==> src/voxel_face_cull_mesher_unit_macros.svh <==
// assertion macros used by the voxel face cull mesher datapath
// no dependencies; include guarded, empty bodies when SYNTHESIS is defined
`ifndef VOXEL_FACE_CULL_MESHER_UNIT_MACROS_SVH
`define VOXEL_FACE_CULL_MESHER_UNIT_MACROS_SVH

`ifndef SYNTHESIS
// antecedent implies consequent in the same cycle
`define VFCM_ASSERT_NOW(label, clk, rst_n, ante, cons) \
    label: assert property (@(posedge clk) disable iff (!(rst_n)) (ante) |-> (cons)) \
        else $error("vfcm assertion failed");
// antecedent implies consequent in the next cycle
`define VFCM_ASSERT_NEXT(label, clk, rst_n, ante, cons) \
    label: assert property (@(posedge clk) disable iff (!(rst_n)) (ante) |=> (cons)) \
        else $error("vfcm assertion failed");
`else
`define VFCM_ASSERT_NOW(label, clk, rst_n, ante, cons)
`define VFCM_ASSERT_NEXT(label, clk, rst_n, ante, cons)
`endif

`endif

==> src/vfcm_pkg.sv <==
// package of the voxel face cull mesher: sizes, payload structs, codes, corner table
// no dependencies
package vfcm_pkg;

    localparam int WORLD_SIDE_LOG2  = 4;
    localparam int SECTOR_SIDE_LOG2 = 2;
    localparam int HEIGHT_LOG2      = 7;
    localparam int ADDR_W           = 2 * WORLD_SIDE_LOG2 + HEIGHT_LOG2;
    localparam int CELL_COUNT       = 1 << ADDR_W;

    localparam int VX_W   = 6;
    localparam int VZ_W   = 8;
    localparam int TYPE_W = 3;
    localparam int FT_W   = 8;

    typedef logic [WORLD_SIDE_LOG2-1:0] t_wcoord;
    typedef logic [HEIGHT_LOG2-1:0]     t_zcoord;
    typedef logic [ADDR_W-1:0]          t_addr;
    typedef logic [TYPE_W-1:0]          t_block;
    typedef logic [VX_W-1:0]            t_vxy;
    typedef logic [VZ_W-1:0]            t_vz;
    typedef logic [FT_W-1:0]            t_ftype;
    typedef logic [2:0]                 t_face;
    typedef logic [2:0]                 t_vert;
    typedef logic [2:0]                 t_rdidx;
    typedef logic [5:0]                 t_mask;

    // face directions, also the neighbour order
    localparam t_face FACE_EAST  = 3'd0;
    localparam t_face FACE_WEST  = 3'd1;
    localparam t_face FACE_NORTH = 3'd2;
    localparam t_face FACE_SOUTH = 3'd3;
    localparam t_face FACE_UP    = 3'd4;
    localparam t_face FACE_DOWN  = 3'd5;

    localparam t_vert VERT_LAST  = 3'd5;
    localparam t_rdidx RD_CENTER = 3'd0;
    localparam t_rdidx RD_LAST   = 3'd6;

    localparam logic OP_WRITE = 1'b0;
    localparam logic OP_MESH  = 1'b1;

    typedef struct packed {
        logic       operation;
        logic [3:0] world_x;
        logic [3:0] world_y;
        logic [6:0] height;
        logic [2:0] cell_kind;
    } t_in_item;

    typedef struct packed {
        logic [19:0] vertex_word;
        logic [10:0] face_word;
        logic        last;
    } t_out_item;

    typedef enum logic [2:0] {
        ST_CLEAR,
        ST_IDLE,
        ST_LOOKUP,
        ST_SETTLE,
        ST_DECIDE,
        ST_EMIT
    } t_state;

    // controller to datapath
    typedef struct packed {
        logic clear;   // write zero at sweep address
        logic load;    // take the input transaction
        logic lookup;  // issue one grid read
        logic decide;  // pick first exposed face
        logic emit;    // produce one vertex
    } t_cmd;

    // datapath to controller
    typedef struct packed {
        logic clear_done;
        logic rd_last;
        logic solid;
        logic any_face;
        logic out_free;
        logic emit_last;
    } t_stat;

    // corner offsets {z, y, x} per face and vertex
    function automatic logic [2:0] corner(input t_face f, input t_vert v);
        logic [17:0] row;
        row = 18'd0;
        unique case (f)
            FACE_EAST:  row = {3'b101, 3'b111, 3'b001, 3'b111, 3'b011, 3'b001};
            FACE_WEST:  row = {3'b110, 3'b100, 3'b010, 3'b100, 3'b000, 3'b010};
            FACE_NORTH: row = {3'b111, 3'b110, 3'b011, 3'b110, 3'b010, 3'b011};
            FACE_SOUTH: row = {3'b100, 3'b101, 3'b000, 3'b101, 3'b001, 3'b000};
            FACE_UP:    row = {3'b110, 3'b111, 3'b100, 3'b111, 3'b101, 3'b100};
            FACE_DOWN:  row = {3'b000, 3'b001, 3'b010, 3'b001, 3'b011, 3'b010};
            default:    row = 18'd0;
        endcase
        return row[3*v +: 3];
    endfunction

endpackage

==> src/vfcm_ctrl.sv <==
// controller state machine of the voxel face cull mesher
// depends on vfcm_pkg
module vfcm_ctrl (
    input  logic            i_clk,
    input  logic            i_rst_n,
    input  logic            i_valid,
    input  logic            i_op,
    input  vfcm_pkg::t_stat i_stat,
    output vfcm_pkg::t_cmd  o_cmd,
    output logic            o_ready
);

    vfcm_pkg::t_state r_state;
    vfcm_pkg::t_state n_state;

    always_ff @(posedge i_clk) begin
        if (!i_rst_n) begin
            r_state <= vfcm_pkg::ST_CLEAR;
        end else begin
            r_state <= n_state;
        end
    end

    always_comb begin
        n_state = r_state;
        unique case (r_state)
            vfcm_pkg::ST_CLEAR: begin
                if (i_stat.clear_done) n_state = vfcm_pkg::ST_IDLE;
            end
            vfcm_pkg::ST_IDLE: begin
                if (i_valid && i_op == vfcm_pkg::OP_MESH) n_state = vfcm_pkg::ST_LOOKUP;
            end
            vfcm_pkg::ST_LOOKUP: begin
                if (i_stat.rd_last) n_state = vfcm_pkg::ST_SETTLE;
            end
            vfcm_pkg::ST_SETTLE: begin
                n_state = vfcm_pkg::ST_DECIDE;
            end
            vfcm_pkg::ST_DECIDE: begin
                n_state = (i_stat.solid && i_stat.any_face) ? vfcm_pkg::ST_EMIT
                                                            : vfcm_pkg::ST_IDLE;
            end
            vfcm_pkg::ST_EMIT: begin
                if (i_stat.out_free && i_stat.emit_last) n_state = vfcm_pkg::ST_IDLE;
            end
            default: n_state = vfcm_pkg::ST_CLEAR;
        endcase
    end

    always_comb begin
        o_cmd   = '0;
        o_ready = 1'b0;
        unique case (r_state)
            vfcm_pkg::ST_CLEAR:  o_cmd.clear = 1'b1;
            vfcm_pkg::ST_IDLE: begin
                o_ready    = 1'b1;
                o_cmd.load = i_valid;
            end
            vfcm_pkg::ST_LOOKUP: o_cmd.lookup = 1'b1;
            vfcm_pkg::ST_SETTLE: o_cmd        = '0;
            vfcm_pkg::ST_DECIDE: o_cmd.decide = 1'b1;
            vfcm_pkg::ST_EMIT:   o_cmd.emit   = i_stat.out_free;
            default:             o_cmd        = '0;
        endcase
    end

endmodule

==> config.mk <==
export PLATFORM = sky130hd
export DESIGN_NAME = vfcm_ctrl
export DESIGN_NICKNAME = d
export VERILOG_FILES = /design/src/voxel_face_cull_mesher_unit_macros.svh /design/src/vfcm_pkg.sv /design/src/vfcm_ctrl.sv
export SDC_FILE = /design/constraint.sdc
export NUM_CORES = 1
export LEC_CHECK = 0
export BUFFER_PORTS_ARGS = -buffer_cell sky130_fd_sc_hd__buf_2
export CORE_AREA = 2 2 39 41
export CTS_BUF_LIST = sky130_fd_sc_hd__clkbuf_2
export CTS_CLUSTER_DIAMETER = 40
export CTS_CLUSTER_SIZE = 20
export DETAILED_ROUTE_END_ITERATION = 12
export DIE_AREA = 0 0 41 43
export MAX_ROUTING_LAYER = met4
export PLACE_DENSITY = 0.49
export SLEW_MARGIN = 20
export SYNTH_ARGS = -nofsm -noshare
export SYNTH_HDL_FRONTEND = slang
export SYNTH_SLANG_ARGS = --single-unit
==> constraint.sdc <==
create_clock -name i_clk -period 1.21 [get_ports i_clk]
set_clock_uncertainty 0.15 [all_clocks]
set_input_delay 0.242 -clock i_clk [delete_from_list [all_inputs] [get_ports i_clk]]
set_output_delay 0.242 -clock i_clk [all_outputs]
set_load 0.01 [all_outputs]
# Word-level counts from Yosys, hierarchy flattened

Cells that the tools add are included.

Word-level logic and storage cells: 27
Flip-flop bits (word level): 3
Output and inout port bits: 6
Input port bits: 10

Reductions and logical operators: 5
Multiplexer cells: 12
Equal/unequal tests: 9

Operators with widths:

| cell                                                 | number |
|---|---|
| one-hot mux 3 bit (6 select lines)                   | 1 |
| two-way mux 3 bit                                    | 5 |
| != test 2 bit (second input constant)                | 4 |
| equality test 3 x 2 -> 1 bit (second input constant) | 2 |
| equality test 3 bit (second input constant)          | 2 |
| two-way mux 1 bit                                    | 6 |
| AND reduction 4 bit                                  | 1 |
| equality test 3 x 1 -> 1 bit (second input constant) | 1 |
| logical AND 1 bit                                    | 3 |
| zero test 3 bit                                      | 1 |

# Depth between registers and ports, before layout

Depth in word-level cells: 3
Gate-level depth with buffers: 4
Gate-level depth less buffers: 3

# Worst setup path before layout

No wires, ideal clock.

Path kind: reg-to-output
From: reg r_state[0]
To: out o_cmd[3] (netlist bit)
Path slack: -0.240 ns
Buffers on the path: 1
Arrival: 1.058 ns
Stages on the path, launching flop included: 4
Data required time: 0.818 ns
Path through: dfxtp_1 > buf_4 > nor3b_1 > and2_1

RTL lines:

| what                   | RTL line        | source |
|---|---|---|
| from (decl)            | vfcm_ctrl.sv:13 | `vfcm_pkg::t_state r_state;` |
| from (signal assigned) | vfcm_ctrl.sv:18 | `r_state <= vfcm_pkg::ST_CLEAR;` |
| from (signal assigned) | vfcm_ctrl.sv:20 | `r_state <= n_state;` |
| to (decl)              | vfcm_ctrl.sv:9  | `output vfcm_pkg::t_cmd o_cmd,` |

==> flow_metrics.py <==
metrics = {
    "run_status": {
        "status": "finished with violations",
        "failed_checks": "negative setup slack",
    },
    "clock_network": {
        "ctsLongestPathBuffers": 2,
        "cts.clk_slew.worst_paths_ns": 0.04,
        "cts_max_level": 1,
        "cts_buffers": 3,
        "cts_hold_buffers": 0,
        "clk_latency_ns": 0.20,
        "cts_tree": "yes",
        "root_buffer": "clkbuf_2",
        "cts.sinks": 3,
    },
    "drt": {
        "wl_met2_um": 294,
        "highest_layer": "met3",
        "routed_wl_um": 567,
        "drtPass1Iterations": 3,
        "vias": 272,
        "wl_met3_um": 46,
        "ant_nets": 0,
        "drcViolationCount": 0,
        "viasPerCell": 4.121,
        "wl_met1_um": 225,
        "drt-wirelength-per-cell_um": 8.591,
        "drt_first_iter_violations": 1,
    },
    "die": {
        "die_area_sq_mm": 0.001763,
        "start_util_pct": 15.91,
        "num_rows": 14,
        "core_sq_mm": 0.001384,
        "top_level_ports": 16,
        "die_w_um": 41,
        "fp.dieH_um": 43,
    },
    "yosys": {
        "synth_edf_count": 0,
        "synth.avg_cell_area_sq_um": 8.470,
        "ys_top_cells_by_area": "dfxtp_1 27%, nor3b_1 6.8%, nand2b_4 6.3%",
        "ys.flop_type": "dfxtp_1",
        "synthArstFlopShare_pct": 0,
        "synth.most_common_cell": "dfxtp_1",
        "synth_seq_cells": 3,
        "yosys_warnings": 0,
        "yosys.cell_types.count": 19,
        "yosysTopAreaCell": "dfxtp_1",
        "synth_fp_nets": 36,
        "netlist_instances": 26,
        "synth_top_area_share_pct": 27.27,
        "syn_area_sq_um": 220.2,
        "ys_seq_area_share_pct": 27.27,
    },
    "layout": {
        "drive_gt1_share_pct": 72.00,
        "nets": 61,
        "largest_reg_flops": 3,
        "reg_top3": "r_state x3",
        "diodes": 0,
        "area_growth_pct": 92.61,
        "top_register": "r_state",
        "instances_no_fill": 66,
    },
    "power_and_ir_drop": {
        "power_density_mw_per_mm2": 896.1,
        "max-vdd-ir-drop_uv": 229.3,
        "clkPwrFrac_pct": 35.8,
        "leakage_nw": 0.1994,
        "p_comb_share_pct": 33.7,
        "switching_share_pct": 28.69,
        "p_total_mw": 0.3801,
        "seqPwrFrac_pct": 30.5,
        "switchingPower_mw": 0.1091,
        "internal_power_mw": 0.2710,
    },
    "global_route": {
        "grt_pass1_wl_um": 931,
        "grt_max_degree": 7,
        "antenna_found_initial": 0,
        "grt_usage_pct": 8.436,
        "grt_overflow": 0,
        "grt_pass1_vias": 250,
    },
    "place": {
        "place_ws_ns": -0.03705,
        "placed_cells": 58,
        "gp_congestion": 0.6036,
        "io_buffers": 15,
    },
    "setup_path": {
        "end_kind": "output port",
        "worstPathMaxFanout": 6,
        "cp.required_ns": 0.82,
        "start_kind": "flop",
        "critPathArrivalTime_ns": 0.99,
        "critical_path_class": "flop to output port",
    },
    "timing": {
        "relSlewSlack_pct": 88.17,
        "fin_crit_ns": 1.383,
        "rsz0062_at_grt": "true",
        "fin_worst_hold_slack_ns": 0.1821,
        "tns_ns": -0.8368,
        "worstMarginPinSlew_ns": 0.1725,
        "hold_viol": 0,
        "period_share_pct": 114.3,
        "setup_viol": 8,
        "finalMaxSlewViolations": 0,
        "layout_setup_ws_ns": -0.1729,
        "fmax_mhz": 723.1,
    },
    "run": {
        "max_cap_viol_count": 0,
    },
    "hold_path": {
        "worstHoldPathType": "input port to flop",
    },
}
==> worst paths after layout <==
path                            from                 endpoint  slack (ns)  cells after the start
min reg2reg  r_state[1]$_SDFFE_PN0P_  r_state[2]$_SDFFE_PN0P_        0.40                      2
max          r_state[0]$_SDFFE_PN0P_                 o_cmd[3]       -0.17                      3
max reg2reg  r_state[0]$_SDFFE_PN0P_  r_state[1]$_SDFFE_PN0P_       -0.08                      5
min                          i_rst_n  r_state[2]$_SDFFE_PN0P_        0.18                      3
==> power by group through the flow <==
stage	logic [mW]	clock network (mW)	registers, mW
after floorplan	0.0708	0	0.113
after global placement	0.0936	0	0.122
after detailed placement	0.0932	0	0.122
after CTS	0.114	0.145	0.115
after global routing	0.141	0.153	0.118
final	0.128	0.136	0.116
==> layer usage <==
metal | global-route usage [%] | vias to the layer above
met3 | 3.141 | 0
met4 | 6.000 | 0
li1 | - | 145
met1 | 8.360 | 119
met2 | 12.81 | 8
met5 | - | -
==> timing repair <==
action,in CTS,in global routing
setup endpoints to repair,9,9
hold endpoints to repair,0,0
setup buffers,3,1
resized for setup,7,4
cloned,0,0
pin swaps,3,3
==> critical path, cell delays in order, from the launching register on <==
cell and delay [ns]:
dfxtp_4 0.37, nor3b_4 0.18, and2_4 0.16, buf_6 0.09
==> cell type report <==
cell class / count / area [sq um]
fillers: 151 / 959.7
inverters: 1 / 3.754
well taps: 16 / 20.02
multi-input cells: 20 / 167.7
repair buffers: 22 / 141.4
flip-flops and latches: 3 / 71.32
clock buffers: 4 / 20.02
==> placed cells by master (no fill, tap or decap) <==
master	synthesis	routed
nor3b_1	2	1
or3_1	1	1
nand2_1	2	2
buf_6	1	3
nor3_1	2	1
a21oi_1	2	2
o32ai_2	0	1
nor3_2	0	1
mux2_4	0	1
nor2_1	2	2
nand3b_1	1	1
nor3b_4	0	1
nand2b_4	1	1
clkbuf_2	0	4
inv_1	1	1
a21oi_2	1	1
buf_2	0	14
buf_4	1	5
a311o_1	1	1
dfxtp_4	0	3
and2_4	0	1
mux2i_1	1	1
nand3_1	1	1
==> per-stage QoR <==
step / utilization, % / area, sq um
finish: 30.65 / 424.2
global route: 30.65 / 424.2
detailed placement: 24.14 / 334.1
global placement: 24.14 / 334.1
floorplan: - / 239.0
CTS: 28.93 / 400.4
==> logic make-up after synthesis <==
family | synth area share (%)
DFF | 27.27
buffers and inverters | 10.23
muxes | 9.659
AOI/OAI and AO/OA | 17.05
and+or+nand+nor | 35.80
Power figures use the tool's default switching activity.
